File: config.mk
export PLATFORM = sky130hd
export DESIGN_NAME = drum_step_sequencer
export DESIGN_NICKNAME = d
export VERILOG_FILES = /design/src/rtl/dss_pkg.sv /design/src/rtl/dss_ctrl.sv /design/src/rtl/dss_datapath.sv /design/src/rtl/drum_step_sequencer.sv
export VERILOG_INCLUDE_DIRS = /design/src /design/src/rtl
export SDC_FILE = /design/constraint.sdc
export NUM_CORES = 1
export LEC_CHECK = 0
export ABC_AREA = 1
export BUFFER_PORTS_ARGS = -buffer_cell sky130_fd_sc_hd__buf_2
export CORE_ASPECT_RATIO = 1.5
export CORE_MARGIN = 2
export CORE_UTILIZATION = 64
export CTS_BUF_LIST = sky130_fd_sc_hd__clkbuf_8
export CTS_CLUSTER_DIAMETER = 150
export DETAILED_ROUTE_END_ITERATION = 16
export PLACE_DENSITY = 0.86
export SYNTH_ARGS = -nofsm -noshare
export SYNTH_HDL_FRONTEND = slang
export SYNTH_SLANG_ARGS = --single-unit
File: constraint.sdc
create_clock -name clk_i -period 3.12 [get_ports clk_i]
set_input_delay 0.156 -clock clk_i [delete_from_list [all_inputs] [get_ports clk_i]]
set_output_delay 0.156 -clock clk_i [all_outputs]
set_load 0.005 [all_outputs]
File: src/rtl/drum_step_sequencer_defines.svh
// Assertion helpers used by the sequencer control (dss_ctrl).
`ifndef DRUM_STEP_SEQUENCER_DEFINES_SVH
`define DRUM_STEP_SEQUENCER_DEFINES_SVH

// Checked on every rising edge outside reset.
`define DSS_ASSERT(lbl, prop, msg) \
  lbl: assert property (@(posedge clk_i) disable iff (!rst_ni) prop) else $error(msg);

// Checked on every rising edge, reset included.
`define DSS_ASSERT_ALWAYS(lbl, prop, msg) \
  lbl: assert property (@(posedge clk_i) prop) else $error(msg);

`endif

File: src/rtl/dss_pkg.sv
`default_nettype none

package dss_pkg;

  localparam int STEP_COUNT  = 8;
  localparam int TRACK_COUNT = 4;

  localparam int STEP_W = (STEP_COUNT > 1) ? $clog2(STEP_COUNT) : 1;
  localparam int TRK_W  = (TRACK_COUNT > 1) ? $clog2(TRACK_COUNT) : 1;

  // Port field widths
  localparam int OP_W       = 3;
  localparam int IDX_W      = 3;
  localparam int MASK_OUT_W = 4;
  localparam int STEP_OUT_W = 3;
  localparam int TRK_OUT_W  = 2;
  localparam int TEMPO_W    = 8;

  // Widened views so the port fields can be taken as low slices
  localparam int MASK_EXT_W = (TRACK_COUNT > MASK_OUT_W) ? TRACK_COUNT : MASK_OUT_W;
  localparam int TRK_EXT_W  = (TRK_W > TRK_OUT_W) ? TRK_W : TRK_OUT_W;
  localparam int STEP_EXT_W = (STEP_W > STEP_OUT_W) ? STEP_W : STEP_OUT_W;

  localparam int PERIOD_W  = 9;
  localparam int ELAPSED_W = 10;

  localparam logic [ELAPSED_W-1:0] ELAPSED_MAX = '1;

  localparam logic [TEMPO_W-1:0] TEMPO_MIN   = 8'd60;
  localparam logic [TEMPO_W-1:0] TEMPO_MAX   = 8'd180;
  localparam logic [TEMPO_W-1:0] TEMPO_STEP  = 8'd5;
  localparam logic [TEMPO_W-1:0] TEMPO_RESET = 8'd100;
  localparam logic [TEMPO_W-1:0] TEMPO_FLOOR = TEMPO_MIN + TEMPO_STEP;

  localparam logic [PERIOD_W-1:0] PERIOD_RESET = 9'd300;

  // step period = (60000 / bpm) / 2 = 30000 / bpm
  localparam int MS_PER_MINUTE = 60000;
  localparam int DIVIDEND_W    = 15;
  localparam logic [DIVIDEND_W-1:0] DIVIDEND = DIVIDEND_W'(MS_PER_MINUTE / 2);
  localparam int DIV_CNT_W = $clog2(DIVIDEND_W);
  localparam logic [DIV_CNT_W-1:0] DIV_LAST = DIV_CNT_W'(DIVIDEND_W - 1);

  localparam logic [7:0] DEFAULT_ROWS [8] = '{
    8'h11, 8'h44, 8'hD5, 8'h49, 8'h00, 8'h00, 8'h00, 8'h00
  };

  typedef enum logic [OP_W-1:0] {
    OP_TICK       = 3'd0,
    OP_TOGGLE     = 3'd1,
    OP_START_STOP = 3'd2,
    OP_TRACK_UP   = 3'd3,
    OP_TRACK_DOWN = 3'd4,
    OP_TEMPO_UP   = 3'd5,
    OP_TEMPO_DOWN = 3'd6,
    OP_CLEAR      = 3'd7
  } op_e;

  typedef enum logic [1:0] {
    ST_IDLE,
    ST_EXEC,
    ST_DIV,
    ST_FINISH
  } state_e;

  typedef struct packed {
    logic capture;
    logic exec;
    logic div_start;
    logic div_step;
    logic load_out;
  } cmd_t;

  typedef struct packed {
    logic tempo_op;
    logic div_last;
  } status_t;

endpackage

`default_nettype wire

File: src/rtl/dss_ctrl.sv
`default_nettype none

`include "drum_step_sequencer_defines.svh"

module dss_ctrl (
  input  wire logic             clk_i,
  input  wire logic             rst_ni,
  input  wire logic             in_valid_i,
  output logic                  in_ready_o,
  output logic                  out_valid_o,
  input  wire logic             out_ready_i,
  input  wire dss_pkg::status_t status_i,
  output dss_pkg::cmd_t         cmd_o
);

  dss_pkg::state_e state_q, state_d;
  logic            out_valid_q, out_valid_d;
  logic            out_free;

  assign out_free = !out_valid_q || out_ready_i;

  always_comb begin
    state_d = state_q;
    case (state_q)
      dss_pkg::ST_IDLE: begin
        if (in_valid_i) state_d = dss_pkg::ST_EXEC;
      end
      dss_pkg::ST_EXEC: begin
        state_d = status_i.tempo_op ? dss_pkg::ST_DIV : dss_pkg::ST_FINISH;
      end
      dss_pkg::ST_DIV: begin
        if (status_i.div_last) state_d = dss_pkg::ST_FINISH;
      end
      dss_pkg::ST_FINISH: begin
        if (out_free) state_d = dss_pkg::ST_IDLE;
      end
      default: state_d = dss_pkg::ST_IDLE;
    endcase
  end

  always_comb begin
    in_ready_o = 1'b0;
    cmd_o      = '0;
    case (state_q)
      dss_pkg::ST_IDLE: begin
        in_ready_o    = 1'b1;
        cmd_o.capture = in_valid_i;
      end
      dss_pkg::ST_EXEC: begin
        cmd_o.exec      = 1'b1;
        cmd_o.div_start = status_i.tempo_op;
      end
      dss_pkg::ST_DIV: begin
        cmd_o.div_step = 1'b1;
      end
      dss_pkg::ST_FINISH: begin
        cmd_o.load_out = out_free;
      end
      default: begin
        in_ready_o = 1'b0;
      end
    endcase
  end

  // Hold the result until its transfer; a new load may replace it in the same cycle
  always_comb begin
    out_valid_d = out_valid_q;
    if (cmd_o.load_out) begin
      out_valid_d = 1'b1;
    end else if (out_ready_i) begin
      out_valid_d = 1'b0;
    end
  end

  always_ff @(posedge clk_i or negedge rst_ni) begin
    if (!rst_ni) begin
      state_q     <= dss_pkg::ST_IDLE;
      out_valid_q <= 1'b0;
    end else begin
      state_q     <= state_d;
      out_valid_q <= out_valid_d;
    end
  end

  assign out_valid_o = out_valid_q;

  `DSS_ASSERT(a_accept_to_exec, in_valid_i && in_ready_o |=> state_q == dss_pkg::ST_EXEC, "accepted item did not enter execute")
  `DSS_ASSERT(a_tempo_to_div, state_q == dss_pkg::ST_EXEC && status_i.tempo_op |=> state_q == dss_pkg::ST_DIV, "tempo change skipped the period divide")
  `DSS_ASSERT(a_load_sets_valid, cmd_o.load_out |=> out_valid_o, "loaded result not presented")
  `DSS_ASSERT_ALWAYS(a_no_overwrite, cmd_o.load_out |-> (!out_valid_q || out_ready_i), "result register overwritten before transfer")

endmodule

`default_nettype wire

File: src/rtl/dss_datapath.sv
`default_nettype none

module dss_datapath (
  input  wire logic                               clk_i,
  input  wire logic                               rst_ni,
  input  wire logic [dss_pkg::OP_W-1:0]           operation_i,
  input  wire logic [dss_pkg::IDX_W-1:0]          step_index_i,
  input  wire dss_pkg::cmd_t                      cmd_i,
  output dss_pkg::status_t                        status_o,
  output logic      [dss_pkg::MASK_OUT_W-1:0]     trigger_mask_o,
  output logic      [dss_pkg::STEP_OUT_W-1:0]     current_step_o,
  output logic                                    running_o,
  output logic      [dss_pkg::TRK_OUT_W-1:0]      selected_track_o,
  output logic      [dss_pkg::TEMPO_W-1:0]        tempo_bpm_o
);

  localparam int NT = dss_pkg::TRACK_COUNT;
  localparam int NS = dss_pkg::STEP_COUNT;
  localparam int SW = dss_pkg::STEP_W;
  localparam int TW = dss_pkg::TRK_W;

  // Captured item
  dss_pkg::op_e             op_q;
  logic [dss_pkg::IDX_W-1:0] idx_q;

  // Sequencer state
  logic [NS-1:0]                     pattern_q [NT];
  logic [NS-1:0]                     pattern_d [NT];
  logic [dss_pkg::TEMPO_W-1:0]       tempo_q, tempo_d;
  logic [dss_pkg::PERIOD_W-1:0]      period_q;
  logic [TW-1:0]                     cursor_q, cursor_d;
  logic [SW-1:0]                     pos_q, pos_d;
  logic                              running_q, running_d;
  logic [dss_pkg::ELAPSED_W-1:0]     elapsed_q, elapsed_d;
  logic [NT-1:0]                     trig_q, trig_d;

  // Period divider
  logic [dss_pkg::TEMPO_W-1:0]       rem_q, rem_d;
  logic [dss_pkg::DIVIDEND_W-1:0]    dq_q, dq_d;
  logic [dss_pkg::DIV_CNT_W-1:0]     div_cnt_q;
  logic [dss_pkg::TEMPO_W:0]         trial;
  logic [dss_pkg::TEMPO_W:0]         trial_diff;
  logic                              trial_ge;

  // Per-operation helpers
  logic [dss_pkg::ELAPSED_W-1:0]     elapsed_inc;
  logic [SW-1:0]                     pos_wrap;
  logic [NT-1:0]                     col_mask;
  logic [SW-1:0]                     idx_s;
  logic                              idx_ok;
  logic                              new_bit;
  logic [NT-1:0]                     cursor_onehot;
  logic [dss_pkg::TEMPO_W:0]         tempo_sum;

  // Output register
  logic [dss_pkg::MASK_EXT_W-1:0]    mask_ext;
  logic [dss_pkg::TRK_EXT_W-1:0]     trk_ext;
  logic [dss_pkg::STEP_EXT_W-1:0]    step_ext;

  assign status_o.tempo_op = (op_q == dss_pkg::OP_TEMPO_UP) || (op_q == dss_pkg::OP_TEMPO_DOWN);
  assign status_o.div_last = (div_cnt_q == dss_pkg::DIV_LAST);

  always_ff @(posedge clk_i) begin
    if (cmd_i.capture) begin
      op_q  <= dss_pkg::op_e'(operation_i);
      idx_q <= step_index_i;
    end
  end

  assign elapsed_inc = (elapsed_q == dss_pkg::ELAPSED_MAX) ? elapsed_q
                                                           : elapsed_q + 1'b1;
  assign pos_wrap    = (pos_q == SW'(NS - 1)) ? '0 : pos_q + 1'b1;

  always_comb begin
    for (int t = 0; t < NT; t++) begin
      col_mask[t]      = pattern_q[t][pos_wrap];
      cursor_onehot[t] = (cursor_q == TW'(t));
    end
  end

  assign idx_s     = idx_q[SW-1:0];
  assign idx_ok    = ({1'b0, idx_q} < (dss_pkg::IDX_W + 1)'(NS));
  assign new_bit   = ~pattern_q[cursor_q][idx_s];
  assign tempo_sum = {1'b0, tempo_q} + {1'b0, dss_pkg::TEMPO_STEP};

  always_comb begin
    pattern_d = pattern_q;
    tempo_d   = tempo_q;
    cursor_d  = cursor_q;
    pos_d     = pos_q;
    running_d = running_q;
    elapsed_d = elapsed_q;
    trig_d    = '0;
    case (op_q)
      dss_pkg::OP_TICK: begin
        if (running_q) begin
          if (elapsed_inc >= {1'b0, period_q}) begin
            elapsed_d = '0;
            pos_d     = pos_wrap;
            trig_d    = col_mask;
          end else begin
            elapsed_d = elapsed_inc;
          end
        end
      end
      dss_pkg::OP_TOGGLE: begin
        if (idx_ok) begin
          pattern_d[cursor_q][idx_s] = new_bit;
          if (new_bit) trig_d = cursor_onehot;
        end
      end
      dss_pkg::OP_START_STOP: begin
        running_d = ~running_q;
        pos_d     = '0;
        elapsed_d = '0;
      end
      dss_pkg::OP_TRACK_UP: begin
        cursor_d = (cursor_q == '0) ? TW'(NT - 1) : cursor_q - 1'b1;
      end
      dss_pkg::OP_TRACK_DOWN: begin
        cursor_d = (cursor_q == TW'(NT - 1)) ? '0 : cursor_q + 1'b1;
      end
      dss_pkg::OP_TEMPO_UP: begin
        tempo_d = (tempo_sum > {1'b0, dss_pkg::TEMPO_MAX}) ? dss_pkg::TEMPO_MAX
                                                           : tempo_sum[dss_pkg::TEMPO_W-1:0];
      end
      dss_pkg::OP_TEMPO_DOWN: begin
        tempo_d = (tempo_q < dss_pkg::TEMPO_FLOOR) ? dss_pkg::TEMPO_MIN
                                                   : tempo_q - dss_pkg::TEMPO_STEP;
      end
      dss_pkg::OP_CLEAR: begin
        for (int t = 0; t < NT; t++) pattern_d[t] = '0;
      end
      default: begin
        trig_d = '0;
      end
    endcase
  end

  // Restoring divide, one quotient bit per cycle, divisor is the new tempo
  assign trial      = {rem_q, dq_q[dss_pkg::DIVIDEND_W-1]};
  assign trial_ge   = (trial >= {1'b0, tempo_q});
  assign trial_diff = trial - {1'b0, tempo_q};

  always_comb begin
    rem_d = trial_ge ? trial_diff[dss_pkg::TEMPO_W-1:0] : trial[dss_pkg::TEMPO_W-1:0];
    dq_d  = {dq_q[dss_pkg::DIVIDEND_W-2:0], trial_ge};
  end

  always_ff @(posedge clk_i) begin
    if (cmd_i.div_start) begin
      rem_q <= '0;
      dq_q  <= dss_pkg::DIVIDEND;
    end else if (cmd_i.div_step) begin
      rem_q <= rem_d;
      dq_q  <= dq_d;
    end
  end

  always_ff @(posedge clk_i or negedge rst_ni) begin
    if (!rst_ni) begin
      div_cnt_q <= '0;
    end else if (cmd_i.div_start) begin
      div_cnt_q <= '0;
    end else if (cmd_i.div_step) begin
      div_cnt_q <= div_cnt_q + 1'b1;
    end
  end

  always_ff @(posedge clk_i or negedge rst_ni) begin
    if (!rst_ni) begin
      for (int t = 0; t < NT; t++) begin
        pattern_q[t] <= dss_pkg::DEFAULT_ROWS[t % 8][NS-1:0];
      end
      tempo_q   <= dss_pkg::TEMPO_RESET;
      period_q  <= dss_pkg::PERIOD_RESET;
      cursor_q  <= '0;
      pos_q     <= '0;
      running_q <= 1'b0;
      elapsed_q <= '0;
    end else begin
      if (cmd_i.exec) begin
        pattern_q <= pattern_d;
        tempo_q   <= tempo_d;
        cursor_q  <= cursor_d;
        pos_q     <= pos_d;
        running_q <= running_d;
        elapsed_q <= elapsed_d;
      end
      if (cmd_i.div_step && status_o.div_last) begin
        period_q <= dq_d[dss_pkg::PERIOD_W-1:0];
      end
    end
  end

  always_ff @(posedge clk_i) begin
    if (cmd_i.exec) trig_q <= trig_d;
  end

  assign mask_ext = dss_pkg::MASK_EXT_W'(trig_q);
  assign trk_ext  = dss_pkg::TRK_EXT_W'(cursor_q);
  assign step_ext = dss_pkg::STEP_EXT_W'(pos_q);

  always_ff @(posedge clk_i) begin
    if (cmd_i.load_out) begin
      trigger_mask_o   <= mask_ext[dss_pkg::MASK_OUT_W-1:0];
      current_step_o   <= step_ext[dss_pkg::STEP_OUT_W-1:0];
      running_o        <= running_q;
      selected_track_o <= trk_ext[dss_pkg::TRK_OUT_W-1:0];
      tempo_bpm_o      <= tempo_q;
    end
  end

endmodule

`default_nettype wire

File: src/rtl/drum_step_sequencer.sv
// Channel | Handshake              | Fields
// --------+------------------------+------------------------------------------------
// in      | in_valid_i / in_ready_o   | operation_i, step_index_i
// out     | out_valid_o / out_ready_i | trigger_mask_o, current_step_o, running_o,
//         |                           | selected_track_o, tempo_bpm_o
//
// One item at a time: accept, execute, then the result register loads; tempo up/down
// run the bit-serial period divide between execute and the load (states EXEC, DIV,
// FINISH; other operations go from EXEC straight to FINISH).
// Reset loads the default beat, tempo 100 and period 300; no clearing pass.
// A result that is not taken stalls the next item in its final cycle; a new item is
// still accepted while the previous result waits.
`default_nettype none

module drum_step_sequencer (
  input  wire logic                             clk_i,
  input  wire logic                             rst_ni,
  input  wire logic                             in_valid_i,
  output logic                                  in_ready_o,
  input  wire logic [dss_pkg::OP_W-1:0]         operation_i,
  input  wire logic [dss_pkg::IDX_W-1:0]        step_index_i,
  output logic                                  out_valid_o,
  input  wire logic                             out_ready_i,
  output logic      [dss_pkg::MASK_OUT_W-1:0]   trigger_mask_o,
  output logic      [dss_pkg::STEP_OUT_W-1:0]   current_step_o,
  output logic                                  running_o,
  output logic      [dss_pkg::TRK_OUT_W-1:0]    selected_track_o,
  output logic      [dss_pkg::TEMPO_W-1:0]      tempo_bpm_o
);

  dss_pkg::cmd_t    cmd;
  dss_pkg::status_t status;

  dss_ctrl u_ctrl (
    .clk_i       (clk_i),
    .rst_ni      (rst_ni),
    .in_valid_i  (in_valid_i),
    .in_ready_o  (in_ready_o),
    .out_valid_o (out_valid_o),
    .out_ready_i (out_ready_i),
    .status_i    (status),
    .cmd_o       (cmd)
  );

  dss_datapath u_datapath (
    .clk_i            (clk_i),
    .rst_ni           (rst_ni),
    .operation_i      (operation_i),
    .step_index_i     (step_index_i),
    .cmd_i            (cmd),
    .status_o         (status),
    .trigger_mask_o   (trigger_mask_o),
    .current_step_o   (current_step_o),
    .running_o        (running_o),
    .selected_track_o (selected_track_o),
    .tempo_bpm_o      (tempo_bpm_o)
  );

endmodule

`default_nettype wire

==> metrics <==
total negative slack=0 ns; critical path's top delay family=simple AND/OR/NAND/NOR gates; core area=10,530 sq um; largest cells by area after synthesis=dfrtp_1 (19%), edfxtp_1 (12%), nand2_1 (12%); nets=979; P&R area growth vs syn=11.74%; DIE AREA=11,650 sq um; global-route wire length before repair=27.25 mm; Via density=5.701; FMAX=0.3498 GHz; Lkg Pwr=3.687 nW; crit start category=register; clock network fraction of total power=0.192; H-tree levels=4; register share of total power=0.365; Via Count=6,225; Die Width=88.81 microns; # port buffers=29; largest net degree at the start of global routing=73; Die Height=131.2 microns; Hold Violations, Final=0; dominant cell type by area after synthesis=dfrtp_1; #FFs+latches synth=123; Setup crit end kind=register; Reg clk slew, reported paths=0.07 ns; Slowest-stage cell, CP=dfrtp_1; commonest cells in the netlist=nand2_1 (224), inv_1 (124), o21ai_0 (101); Post-synth ARST share=0.5854; Worst path most repeated cell=nand2_1; CP arrival=3.21 ns; n_diodes=0; sw power=3.248 mW; Num CTS Buffers=17; worst path buffer plus inverter count=2; Hold WC Path Type=primary input to register; initial core utilization=0.6555; WL/cell=15.22 microns; HPWL Detailed=11.90 mm; status=complete, no violations; met2 global-route usage=0.5054; Slew Limit Fails=0; Core Rows=46; Worst EP required=3.47 ns; Syn Inst Count=891; Clock Sink Count=123; Post-synth EDFFs=28; Clk Latency, worst-skew pair=0.44 ns; Final Skew=0.01165 ns; Yosys cell types=43; initial antenna violation count=0; part of the cycle the worst path needs=0.9164; max incr delay on CP=0.38 ns; Initial DRC Count=380; met3 Use GR=0.05339; Max rail drop VDD=0.6092 mV; Root Driver=clkbuf_8; routed wire length=16.62 mm; crit path cell chain=ha_2, inv_1, nor2_1, nand2_1, nor2_2, nand2_1, nand3_2, xor2_1, ha_1, nand2_1, inv_1, a21oi_1, nand2_1, nand2_1, nand2_1, nand2_1, nand2_2, nor2_2, nand2_1, o21ai_0; number of setup buffers added after CTS=0; I/O pins=30; Final Critical Period=2.859 ns; Syn Nets=935; Final ANT Viol Nets=0; final setup vio count=0; grt peak-use layer=met2; top-count cell post-synth=nand2_1; Mean Syn Cell Area=7.749 sq um; total power=7.494 mW; DRC=0; total grt overflow=0; Synth Cell Area=6904 sq um; relative slew slack=0.3727; worst-margin pin slew=0.9410 ns; CP max FO=4; M1 GR Usage=0.3483; First-pass DRT Iterations=6; warning count from the yosys run=0; routability cong.=0.9904; Internal Pwr Total=4.246 mW; Max Cap Viol=0; critical path type=register to register; layout cells sized above 1=0.1097; maximum clock path buffer count=2; Synth top area share=0.1921; Seq/Total Area, Yosys=0.4529; switching part of the total power=0.4335; RSZ-0062 raised after global routing=no; GRT Total Usage=0.2977; CTS tree=built; vias in the first global route=6,037; Comb pwr share=0.442; Synth Flop Type=dfrtp_1; power per cell area=971.4 nW/um^2
## through the flow
| step | cells | setup slack [ns] | cell area (sq um) | util | hold slack [ns] |
|---|---|---|---|---|---|
| 2_1_floorplan | 891 | 0.6078 | 6904 | - | -0.1396 |
| 3_3_place_gp | 1051 | 0.2777 | 7199 | 0.6835 | 0.3335 |
| 3_5_place_dp | 1051 | 0.1482 | 7199 | 0.6835 | 0.3343 |
| 4_1_cts | 1091 | 0.1354 | 7684 | 0.7295 | 0.1760 |
| 5_1_grt | 1092 | 0.02675 | 7715 | 0.7325 | 0.2221 |
| 6_report | 1092 | 0.2608 | 7715 | 0.7325 | 0.1803 |
## routing by layer
metal	wire [microns]	vias up
met2	8569	257
met1	6309	2867
met3	960	76
met5	0	-
li1	-	3025
met4	780	0
## power by group through the flow
stage                     Clock (mW)  Combinational (mW)  Sequential [mW]
after global placement             0                3.13             2.73
after CTS                       1.44                3.25             2.72
after floorplan                    0                2.50             2.59
final                           1.44                3.32             2.74
after global routing            1.50                3.78             2.79
after detailed placement           0                3.22             2.74
## cell usage in the layout (no fill, tap or decap), types with 2 or more instances in the layout
cell / count
xnor2_1: 3
o22ai_1: 2
nor2_1: 84
nor2_2: 3
inv_2: 4
dfxtp_1: 23
nand3_1: 26
nand2_1: 222
clkinvlp_4: 2
dlygate4sd3_1: 8
a31oi_1: 16
clkbuf_8: 18
edfxtp_1: 28
clkinv_2: 2
o22a_1: 2
a21oi_1: 42
ha_1: 32
a21boi_0: 2
o211ai_1: 12
o21ai_0: 101
bufinv_16: 3
nor3_1: 10
inv_1: 127
buf_2: 29
nor2_4: 2
nand2_2: 4
nor3_2: 2
nand3b_1: 4
a22oi_1: 9
buf_4: 7
xor2_1: 11
clkinv_4: 3
nand4_1: 11
dfrtp_1: 53
dfstp_2: 19
o21ai_1: 5
## worst reg2reg max path, cell delays in order, from the launching register on
cell	delay, ns
dfrtp_1	0.38
ha_2	0.20
inv_1	0.05
nor2_1	0.16
nand2_1	0.14
nor2_2	0.13
nand2_1	0.12
nand3_2	0.10
xor2_1	0.19
ha_1	0.27
nand2_1	0.10
inv_1	0.04
a21oi_1	0.13
nand2_1	0.06
nand2_1	0.05
nand2_1	0.05
nand2_1	0.09
nand2_2	0.12
nor2_2	0.26
nand2_1	0.07
o21ai_0	0.08
## cells by family (layout without fill, tap and decap cells)
group	after synthesis	count (layout)	share of synthesized area
AND/OR/NAND/NOR	371	372	0.2200
flip-flops	123	123	0.4529
AO/OA/AOI/OAI	199	199	0.1600
XOR/XNOR	14	14	0.01776
multiplexers	1	1	0.001631
adder cells (fa/ha/maj)	34	34	0.06270
buffers and inverters	149	205	0.08499
## final cells by class
cell class	instances	area, sq um
sequential	123	3127
multi-input combinational	620	3226
clock buffer	18	247.7
fill	802	2818
inverter	128	480.5
clock inverter	14	156.4
tap	144	180.2
timing repair buffer	45	297.8
## repair_timing
item	CTS	global route
endpoints found under the hold margin	60	0
gates resized for setup	0	7
setup endpoints to repair	0	12
hold buffers	8	0
## flip-flops by register name, summed over array words and instances (netlist names), 3 cells and up
name and count:
u_datapath.pattern_q 32, u_datapath.dq_q 15, u_datapath.elapsed_q 10, u_datapath.period_q 9
u_datapath.rem_q 8, u_datapath.tempo_bpm_o 8, u_datapath.tempo_q 8, u_datapath.div_cnt_q 4
u_datapath.mask_ext 4, u_datapath.trigger_mask_o 4, u_datapath.current_step_o 3, u_datapath.idx_q 3
u_datapath.op_q 3, u_datapath.pos_q 3
## worst paths after layout
kind	to	slack [ns]	start	depth (start not counted)
max reg2reg	u_datapath.elapsed_q[5]$_DFFE_PN0P_	0.26	u_datapath.elapsed_q[0]$_DFFE_PN0P_	20
min in group asynchronous	u_datapath.pattern_q[16]$_DFFE_PN0P_	0.46	rst_ni	3
max	u_datapath.elapsed_q[5]$_DFFE_PN0P_	0.26	u_datapath.elapsed_q[0]$_DFFE_PN0P_	20
min reg2reg	u_datapath.trigger_mask_o[1]$_DFFE_PP_	0.43	u_datapath.mask_ext[1]$_SDFFCE_PN0P_	0
max in group asynchronous	u_datapath.pattern_q[5]$_DFFE_PN0P_	2.03	rst_ni	3
min	u_ctrl.state_q[1]$_DFFE_PN0P_	0.18	in_valid_i	5
(Power assumes the default switching activity.)
